--- src/design/cbba_pkg.sv ---
// Shared types and codes for the contiguous block bitmap allocator.
package cbba_pkg;

    localparam logic       MODE_ALLOC   = 1'b0;
    localparam logic       MODE_RELEASE = 1'b1;

    localparam logic [1:0] ST_DONE      = 2'd0;
    localparam logic [1:0] ST_NO_ROOM   = 2'd1;
    localparam logic [1:0] ST_BAD       = 2'd2;

    typedef struct packed {
        logic wr;
        logic val;
    } t_map_cmd;

    typedef struct packed {
        logic clear;
        logic preset;
        logic step;
    } t_acc_cmd;

endpackage

--- src/design/cbba_map.sv ---
// Block usage bitmap with one-bit write and one-bit read.
module cbba_map import cbba_pkg::*; #(
    parameter int BLOCKS = 54,
    parameter int IW     = 6
) (
    input  logic          i_clk,
    input  logic          i_rst_n,
    input  t_map_cmd      i_cmd,
    input  logic [IW-1:0] i_idx,
    output logic          o_used
);

    logic [BLOCKS-1:0] r_map;

    always_ff @(posedge i_clk) begin
        if (!i_rst_n) begin
            r_map <= '0;
        end else if (i_cmd.wr) begin
            r_map[i_idx] <= i_cmd.val;
        end
    end

    assign o_used = r_map[i_idx];

endmodule

--- src/design/cbba_acc_unit.sv ---
// Shared accumulator: clears to zero, presets to or steps by one block size, and compares below an operand.
module cbba_acc_unit import cbba_pkg::*; #(
    parameter int BLOCK_BYTES = 512,
    parameter int AW          = 18
) (
    input  logic          i_clk,
    input  t_acc_cmd      i_cmd,
    input  logic [AW-1:0] i_op,
    output logic          o_lt
);

    logic [AW-1:0] r_acc;
    logic [AW-1:0] n_acc;

    always_comb begin
        n_acc = r_acc;
        priority if (i_cmd.clear) begin
            n_acc = '0;
        end else if (i_cmd.preset) begin
            n_acc = AW'(BLOCK_BYTES);
        end else if (i_cmd.step) begin
            n_acc = r_acc + AW'(BLOCK_BYTES);
        end
    end

    always_ff @(posedge i_clk) begin
        r_acc <= n_acc;
    end

    assign o_lt = (r_acc < i_op);

endmodule

--- src/design/contiguous_block_bitmap_allocator.sv ---
// Top level of the first-fit contiguous block bitmap allocator.
//
// Input channel (i_valid/o_ready) carries a mode, a byte count and a release
// address; output channel (o_valid/i_ready) returns a status and the start
// address of an allocated run. One result per request, in order.
// One request is in flight at a time; o_ready is high only while idle.
// Steps per request, with N = blocks needed (clipped at BLOCKS+1):
//   allocate: count N blocks of size, scan for a free run, mark N blocks used
//   release:  count N blocks of size, locate start block F, clear up to N blocks
// Counting and locating go through one shared accumulator, and scanning and
// marking are a one-bit-per-cycle walk of the bitmap, so the block count bounds latency.
// Synchronous reset clears the bitmap (all blocks free) and returns to idle.
// A result waits in the output register while i_ready is low; no new
// request is taken until it is transferred.
module contiguous_block_bitmap_allocator import cbba_pkg::*; #(
    parameter int BLOCKS      = 54,
    parameter int BLOCK_BYTES = 512,
    parameter int WINDOW_BASE = 4096
) (
    input  logic        i_clk,
    input  logic        i_rst_n,
    input  logic        i_valid,
    output logic        o_ready,
    input  logic        i_mode,
    input  logic [15:0] i_byte_count,
    input  logic [15:0] i_release_address,
    output logic        o_valid,
    input  logic        i_ready,
    output logic [1:0]  o_status,
    output logic [15:0] o_buffer_address
);

    localparam int CW      = $clog2(BLOCKS + 2);
    localparam int IW      = (BLOCKS > 1) ? $clog2(BLOCKS) : 1;
    localparam int AW_MIN  = $clog2((BLOCKS + 1) * BLOCK_BYTES + 1);
    localparam int AW      = (AW_MIN > 18) ? AW_MIN : 18;
    localparam logic [31:0] WIN_END = 32'(WINDOW_BASE + BLOCKS * BLOCK_BYTES);
    localparam logic [CW-1:0] CNT_MAX  = CW'(BLOCKS + 1);
    localparam logic [CW-1:0] POS_END  = CW'(BLOCKS);

    typedef enum logic [2:0] {
        S_IDLE,
        S_NEED,
        S_FIRST,
        S_SCAN,
        S_MARK,
        S_OUT
    } t_state;

    t_state          r_state, n_state;
    logic            r_mode, n_mode;
    logic [15:0]     r_bytes, n_bytes;
    logic [16:0]     r_offset, n_offset;
    logic            r_bad, n_bad;
    logic [CW-1:0]   r_cnt, n_cnt;
    logic [CW-1:0]   r_pos, n_pos;
    logic [CW-1:0]   r_run, n_run;
    logic [CW-1:0]   r_start, n_start;
    logic [1:0]      r_status, n_status;
    logic [15:0]     r_addr, n_addr;

    t_map_cmd        map_cmd;
    t_acc_cmd        acc_cmd;
    logic            map_used;
    logic            acc_lt;
    logic [AW-1:0]   acc_op;
    logic [CW-1:0]   start_c;
    logic [31:0]     alloc_addr;

    cbba_map #(.BLOCKS(BLOCKS), .IW(IW)) u_map (
        .i_clk   (i_clk),
        .i_rst_n (i_rst_n),
        .i_cmd   (map_cmd),
        .i_idx   (r_pos[IW-1:0]),
        .o_used  (map_used)
    );

    cbba_acc_unit #(.BLOCK_BYTES(BLOCK_BYTES), .AW(AW)) u_acc (
        .i_clk (i_clk),
        .i_cmd (acc_cmd),
        .i_op  (acc_op),
        .o_lt  (acc_lt)
    );

    assign acc_op     = (r_state == S_FIRST) ? (AW'(r_offset) + AW'(1)) : AW'(r_bytes);
    assign start_c    = (r_run == '0) ? r_pos : r_start;
    assign alloc_addr = 32'(WINDOW_BASE) + 32'(r_start) * 32'(BLOCK_BYTES);

    always_comb begin
        n_state  = r_state;
        n_mode   = r_mode;
        n_bytes  = r_bytes;
        n_offset = r_offset;
        n_bad    = r_bad;
        n_cnt    = r_cnt;
        n_pos    = r_pos;
        n_run    = r_run;
        n_start  = r_start;
        n_status = r_status;
        n_addr   = r_addr;
        map_cmd  = '0;
        acc_cmd  = '0;
        unique case (r_state)
            S_IDLE: begin
                if (i_valid) begin
                    n_mode   = i_mode;
                    n_bytes  = i_byte_count;
                    n_offset = 17'(i_release_address) - 17'(WINDOW_BASE);
                    n_bad    = (32'(i_release_address) < 32'(WINDOW_BASE)) ||
                               (32'(i_release_address) >= WIN_END);
                    n_cnt    = '0;
                    acc_cmd.clear = 1'b1;
                    n_state  = S_NEED;
                end
            end
            S_NEED: begin
                if (acc_lt && (r_cnt != CNT_MAX)) begin
                    acc_cmd.step = 1'b1;
                    n_cnt = r_cnt + CW'(1);
                end else if (r_mode == MODE_ALLOC) begin
                    if (r_cnt == '0) begin
                        n_status = ST_BAD;
                        n_addr   = '0;
                        n_state  = S_OUT;
                    end else begin
                        n_pos   = '0;
                        n_run   = '0;
                        n_start = '0;
                        n_state = S_SCAN;
                    end
                end else if (r_bad) begin
                    n_status = ST_BAD;
                    n_addr   = '0;
                    n_state  = S_OUT;
                end else begin
                    acc_cmd.preset = 1'b1;
                    n_pos   = '0;
                    n_state = S_FIRST;
                end
            end
            S_FIRST: begin
                if (acc_lt) begin
                    acc_cmd.step = 1'b1;
                    n_pos = r_pos + CW'(1);
                end else begin
                    n_state = S_MARK;
                end
            end
            S_SCAN: begin
                if (r_pos == POS_END) begin
                    n_status = ST_NO_ROOM;
                    n_addr   = '0;
                    n_state  = S_OUT;
                end else if (map_used) begin
                    n_run = '0;
                    n_pos = r_pos + CW'(1);
                end else if ((r_run + CW'(1)) == r_cnt) begin
                    n_start = start_c;
                    n_pos   = start_c;
                    n_state = S_MARK;
                end else begin
                    n_start = start_c;
                    n_run   = r_run + CW'(1);
                    n_pos   = r_pos + CW'(1);
                end
            end
            S_MARK: begin
                if ((r_cnt == '0) || (r_pos == POS_END)) begin
                    n_status = ST_DONE;
                    n_addr   = (r_mode == MODE_ALLOC) ? alloc_addr[15:0] : 16'd0;
                    n_state  = S_OUT;
                end else begin
                    map_cmd.wr  = 1'b1;
                    map_cmd.val = (r_mode == MODE_ALLOC);
                    n_pos = r_pos + CW'(1);
                    n_cnt = r_cnt - CW'(1);
                end
            end
            S_OUT: begin
                if (i_ready) begin
                    n_state = S_IDLE;
                end
            end
            default: begin
                n_state = S_IDLE;
            end
        endcase
    end

    always_ff @(posedge i_clk) begin
        if (!i_rst_n) begin
            r_state <= S_IDLE;
        end else begin
            r_state <= n_state;
        end
        r_mode   <= n_mode;
        r_bytes  <= n_bytes;
        r_offset <= n_offset;
        r_bad    <= n_bad;
        r_cnt    <= n_cnt;
        r_pos    <= n_pos;
        r_run    <= n_run;
        r_start  <= n_start;
        r_status <= n_status;
        r_addr   <= n_addr;
    end

    assign o_ready          = (r_state == S_IDLE);
    assign o_valid          = (r_state == S_OUT);
    assign o_status         = r_status;
    assign o_buffer_address = r_addr;

    a_one_side: assert property (@(posedge i_clk) disable iff (!i_rst_n)
        !(o_ready && o_valid))
        else $error("ready and result valid at once");

    a_status_code: assert property (@(posedge i_clk) disable iff (!i_rst_n)
        o_valid |-> (o_status == ST_DONE || o_status == ST_NO_ROOM || o_status == ST_BAD))
        else $error("undefined status code");

    a_fail_addr: assert property (@(posedge i_clk) disable iff (!i_rst_n)
        (o_valid && (o_status != ST_DONE)) |-> (o_buffer_address == 16'd0))
        else $error("failed request returned an address");

    a_busy_after_take: assert property (@(posedge i_clk) disable iff (!i_rst_n)
        (i_valid && o_ready) |=> !o_ready)
        else $error("second request taken while busy");

endmodule

--- config.mk ---
export PLATFORM = sky130hd
export DESIGN_NAME = contiguous_block_bitmap_allocator
export DESIGN_NICKNAME = d
export VERILOG_FILES = /design/src/design/cbba_pkg.sv /design/src/design/cbba_map.sv /design/src/design/cbba_acc_unit.sv /design/src/design/contiguous_block_bitmap_allocator.sv
export SDC_FILE = /design/constraint.sdc
export NUM_CORES = 1
export LEC_CHECK = 0
export ABC_AREA = 1
export BUFFER_PORTS_ARGS = -buffer_cell sky130_fd_sc_hd__buf_2
export CAP_MARGIN = 40
export CORE_UTILIZATION = 25
export CTS_CLUSTER_DIAMETER = 120
export DETAILED_ROUTE_END_ITERATION = 10
export GPL_ROUTABILITY_DRIVEN = 0
export PLACE_DENSITY_LB_ADDON = 0.15
export SLEW_MARGIN = 20
export SYNTH_ARGS = -nofsm -noshare
export SYNTH_HDL_FRONTEND = slang
export SYNTH_SLANG_ARGS = --single-unit
--- constraint.sdc ---
create_clock -name i_clk -period 3.45 [get_ports i_clk]
set_input_delay 1.035 -clock i_clk [delete_from_list [all_inputs] [get_ports i_clk]]
set_output_delay 1.035 -clock i_clk [all_outputs]
set_load 0.02 [all_outputs]
### Yosys cells after proc, flatten, opt, wreduce, memory -nomap -nowiden

Index checks and enable logic that the tools add are counted.

* logic and storage cells: 146
* bits of input ports: 37
* output and inout port bits: 20
* register bits: 152

* eq/ne operators: 28
* muxes and demuxes: 70
* bitwise operators: 1
* reduce and logical (&&, ||, !) cells: 20
* $add $sub $neg: 8
* magnitude comparators: 5

Operators by type and width (count)
* $mux 6: 20
* $mux 16: 7
* $bwmux 54: 1
* $pmux 16 s3: 1
* $mux 3: 11
* $ne 2x2->1 const B: 12
* $pmux 6 s2: 2
* $pmux 6 s4: 1
* $ne 3x3->1 const B: 7
* $mux 10: 2
* $add 17x1->18 const B: 1
* $add 18x10->18 const B: 1
* $add 6x1->6 const B: 3
* $lt 18x18->1: 1
* $mux 18: 1
* $pmux 3 s6: 1
* $pmux 6 s3: 1
* $reduce_and 6->1: 3
* $sub 16x13->17 const B: 1
* $add 13x15->16 const A: 1
* $ge 16x15->1 const B: 1
* $lt 16x13->1 const B: 1
* $mux 2: 8
* $reduce_and 7->1: 2
* 26 further kinds: 42

### Logic depth before layout (Yosys ltp)

* word-level depth: 8
* mapped depth: 24
* depth with buffers taken out: 24

### By module

A second synthesis with hierarchy kept.

* cell total of the unflattened synthesis: 997
* area, all modules: 7638.6 µm²

Modules (own cells, without submodules)
* contiguous_block_bitmap_allocator: area an instance 4067.7 µm², seq. area each 2102.0 µm², cells each 445, times used 1
* cbba_map: area an instance 2851.5 µm², seq. area each 1081.0 µm², cells each 438, times used 1
* cbba_acc_unit: area an instance 719.4 µm², seq. area each 180.2 µm², cells each 114, times used 1

### Least setup slack after synthesis

No wires, ideal clock.

* path type: register to register
* start point: register r_offset[0]
* end point: register r_cnt[0] (enable)
* required time: 3.073 ns
* library setup time: 0.377 ns
* path slack: 0.162 ns
* data arrival time: 2.911 ns
* path buffers: 0
* stages on the path, launching flop included: 19
* period minus slack after synthesis: 3.288 ns
* path through: edfxtp_1 ha_1 inv_1 nor3_1 nand3_1 nor3_1 nand3_1 nor2_1 o211ai_1 ha_1 nand2_1 nor2_1 a21boi_0 nor2_1 and2_1 nand2_1 nand2_1 inv_1 nor3_1

* cells in the longest elaborated chain, start to end: 6

Ends and longest elaborated chain
* start, declared: RTL line contiguous_block_bitmap_allocator.sv:53 `logic [16:0] r_offset, n_offset;`
* start signal, assigned: RTL line contiguous_block_bitmap_allocator.sv:198 `r_offset <= n_offset;`
* $add 17x1->18: RTL line contiguous_block_bitmap_allocator.sv:85 `assign acc_op = (r_state == S_FIRST) ? (AW'(r_offset) + AW'(1)) : AW'(r_bytes);`
* $mux 18: RTL line contiguous_block_bitmap_allocator.sv:85
* $lt 18x18->1: RTL line cbba_acc_unit.sv:30 `assign o_lt = (r_acc < i_op);`
* $logic_and 1x1->1: RTL line contiguous_block_bitmap_allocator.sv:117 `if (acc_lt && (r_cnt != CNT_MAX)) begin`
* $ne 2x2->1 (no line)
* $reduce_and 4->1 (no line)
* end signal, assigned: RTL line contiguous_block_bitmap_allocator.sv:200 `r_cnt <= n_cnt;`
* end, declared: RTL line contiguous_block_bitmap_allocator.sv:55 `logic [CW-1:0] r_cnt, n_cnt;`

No other way between the ends.
A chain may end at the register's enable or synchronous reset.

### Worst setup path in the final report

* start point: register r_offset[0]
* end point: register r_cnt[2] (enable)

Same word-level chain as after synthesis.

==> metrics.md <==
| Metric | Value |
|---|---|
| Final Cycle Share | `92.66%` |
| Core area | `0.02901 mm2` |
| CTS tree | `done` |
| Int Power | `3843 uW` |
| XOR/XNOR share of the synthesized area | `1.767%` |
| Req. time, crit path | `3.59 ns` |
| Root Driver | `clkbuf_16` |
| Clock Power Share | `26.8%` |
| # port buffers | `47` |
| Area fraction of the dominant cell type after synthesis | `27.47%` |
| Core Util, Final | `30.36%` |
| Synth Flop Type | `edfxtp_1` |
| Reg2reg start | `r_offset[0]` |
| Critical path class | `flip-flop to flip-flop` |
| Top cells by count, synth | `nand2_1 (183), inv_1 (124), nor2_1 (101)` |
| Crit start category | `flip-flop` |
| Final HPWL DP | `14,380 um` |
| Synth top area cells | `edfxtp_1 (27%), dfxtp_1 (18%), nand2_1 (9.2%), inv_1 (6.3%), a21oi_1 (5.3%)` |
| LEAKAGE | `0.003619 uW` |
| Total number of vias | `6,185` |
| Cell row count | `62` |
| WP data arrival | `3.34 ns` |
| Tot Pwr | `6783 uW` |
| Chip width | `174.5 um` |
| Top-count cell post-synth | `nand2_1` |
| DR WL/cell | `14.28 um` |
| Comb pwr share | `38.7%` |
| Setup TNS Final | `0 ns` |
| CP Max Fanout | `6` |
| Synth unique cells | `49` |
| Cell Area, Synth | `0.007435 mm2` |
| Vias in the first global route | `6,032` |
| CP delay by family, top | `simple AND/OR/NAND/NOR gates` |
| Post-Synth Adder-Cell Area | `3.972%` |
| TritonRoute pass-1 iters | `5` |
| CP Launch Point | `r_offset[0]` |
| # DRC | `0` |
| Slew at the pin closest to its max-slew limit | `0.7836 ns` |
| Peak VDD IR | `0.0003145 V` |
| Switching Fraction | `43.34%` |
| Area leader, netlist | `edfxtp_1` |
| Worst-Skew Late Latency | `0.43 ns` |
| # clock sinks | `134` |
| Critical path buffer and inverter count | `3` |
| Initial core utilization | `25.63%` |
| Synth async-reset ratio | `0%` |
| # setup viols final | `0` |
| Clk slew on worst S/H paths | `0.07 ns` |
| Slew Limit Fails | `0` |
| Htree depth | `4` |
| Pwr/cell area | `770.1 mW/mm2` |
| Die height | `174.5 um` |
| # diodes | `0` |
| Max-Cap Viols | `0` |
| Gr usage total | `13.60%` |
| Cell mode on critical path | `nand2_2` |
| Crit path max-delay cell type | `edfxtp_1` |
| CP Capture Type | `flip-flop` |
| Simple-gate portion of the synthesized area | `25.36%` |
| # hold bufs at CTS | `0` |
| Pre-CTS WS | `-0.03586 ns` |
| Compound-Gate Fraction of Synth Area | `13.83%` |
| Origin of the worst min-delay path | `u_map.r_map[47]` |
| Flop pwr share | `34.6%` |
| FMAX | `312.8 MHz` |
| Bufs on Longest Clock Path | `2` |
| Fin area | `0.008808 mm2` |
| Nets@finish | `1,056` |
| Die footprint | `0.03043 mm2` |
| I/O pins | `57` |
| Yosys reg bits | `134` |
| NetSw | `2940 uW` |
| Post-synthesis mux area share | `0.1346%` |
| Layout cells sized above 1 | `16.75%` |
| CP peak stage delay | `0.40 ns` |
| Worst setup margin | `0.2533 ns` |
| Final wirelength | `19,900 um` |
| CP Cell Sequence | `ha_2 > inv_2 > nor3_4 > nand3_2 > nor3_4 > nand3_2 > nor2_2 > o211ai_1 > ha_1 > nand2_2 > a21oi_1 > nand3b_1 > nor2_4 > and2_4 > nand2_2 > nand2_2 > inv_2 > nor3_2 > buf_4` |
| Largest net degree at the start of global routing | `46` |
| Main combinational cell family by area after synthesis | `simple AND/OR/NAND/NOR gates` |
| First-pass GRT wire length | `32,290 um` |
| Inserted Clock Buffers | `17` |
| Skew final | `0.01126 ns` |
| Via density | `4.440` |
| Initial DRC Count | `337` |
| Post-synth EDFFs | `68` |
| Seq/Total Area, Yosys | `45.24%` |
| Post-route minimum period | `3.197 ns` |
| Global route overflow | `0` |
| YS warnings | `0` |
| Area Overhead vs Synth | `18.48%` |
| Fin. Hold Viols | `0` |
| Avg Inst Size Synth | `7.901 um2` |
| Post-Syn Instances | `941` |
| Max-slew headroom | `47.57%` |
| Worst hold-check path type | `flip-flop to flip-flop` |
| Antenna viol nets, final | `0` |
| Area after DPL | `0.008094 mm2` |
| RSZ-0062 raised after global routing | `true` |
| Initial antenna violation count | `0` |
| Outcome | `complete, no violations` |
-- cells in the final DEF (no fill, tap or decap), types with 22 or more instances in the layout --
| master | instances |
|---|---|
| a21oi_1 | 78 |
| a311oi_1 | 22 |
| buf_2 | 47 |
| dfxtp_1 | 66 |
| edfxtp_1 | 68 |
| inv_1 | 122 |
| nand2_1 | 176 |
| nand3_1 | 51 |
| nor2_1 | 95 |
| nor3_1 | 22 |
| o21ai_0 | 43 |
-- worst register-to-register path, stage by stage, from the launching register on --
cell	delay, ns
edfxtp_1	0.40
ha_2	0.21
inv_2	0.05
nor3_4	0.11
nand3_2	0.13
nor3_4	0.26
nand3_2	0.11
nor2_2	0.11
o211ai_1	0.11
ha_1	0.31
nand2_2	0.09
a21oi_1	0.04
nand3b_1	0.19
nor2_4	0.17
and2_4	0.17
nand2_2	0.05
nand2_2	0.06
inv_2	0.04
nor3_2	0.11
buf_4	0.18
-- cell type report --
cell class / count / area [um2]
Clock inverter: 15 / 151.4
Multi-Input combinational cell: 643 / 3512
Sequential cell: 134 / 3363
Inverter: 136 / 513.0
Timing Repair Buffer: 64 / 362.8
Tap cell: 384 / 480.5
Clock buffer: 17 / 425.4
Fill cell: 3165 / 20200
-- power by group through the flow --
stage	Sequential, uW	Clock (uW)	Combinational [uW]
finish	2350	1820	2620
global route	2390	1930	2960
CTS	2350	1870	2590
detailed placement	2380	0	2580
global placement	2380	0	2590
floorplan	2330	0	1820
-- flip-flops by register name, summed over array words and instances (netlist names), 3 cells and up --
signal,flops
o_buffer_address,7
r_bytes,16
r_cnt,6
r_offset,17
r_pos,6
r_run,6
r_start,6
r_state,3
u_acc.r_acc,9
u_map.r_map,54
-- kinds of logic after synthesis --
family / count (synthesis)
AND/OR/NAND/NOR: 418
AO/OA/AOI/OAI: 177
buffers and inverters: 172
flip-flops: 134
adder cells (fa/ha/maj): 23
XOR/XNOR: 15
other: 1
multiplexers: 1
-- through the flow --
stage	std cells	hold WS, ns
floorplan	949	0.4293
global placement	1360	0.4477
detailed placement	1360	0.4500
CTS	1392	0.4609
global route	1393	0.5006
finish	1393	0.4590
-- final timing paths --
check / end / slack [ns] / depth (start not counted)
max: r_cnt[2] / 0.25 / 19
min: u_map.r_map[47] / 0.46 / 2
max reg2reg: r_cnt[2] / 0.25 / 19
min reg2reg: u_map.r_map[47] / 0.46 / 2
-- metal layers --
| metal | vias up | track usage [%] | wire, um |
|---|---|---|---|
| li1 | 3236 | - | - |
| met1 | 2848 | 18.02 | 9722 |
| met2 | 87 | 22.59 | 9393 |
| met3 | 14 | 2.493 | 601 |
| met4 | 0 | 3.545 | 178 |
| met5 | - | 0 | 0 |
-- repair_timing --
action,in CTS,in global routing
resized for setup,2,35
setup endpoints to repair,20,45
buffers inserted,0,1
hold endpoints to repair,0,0
pin swaps,0,13
No activity file was read; power rests on OpenSTA's default activity.
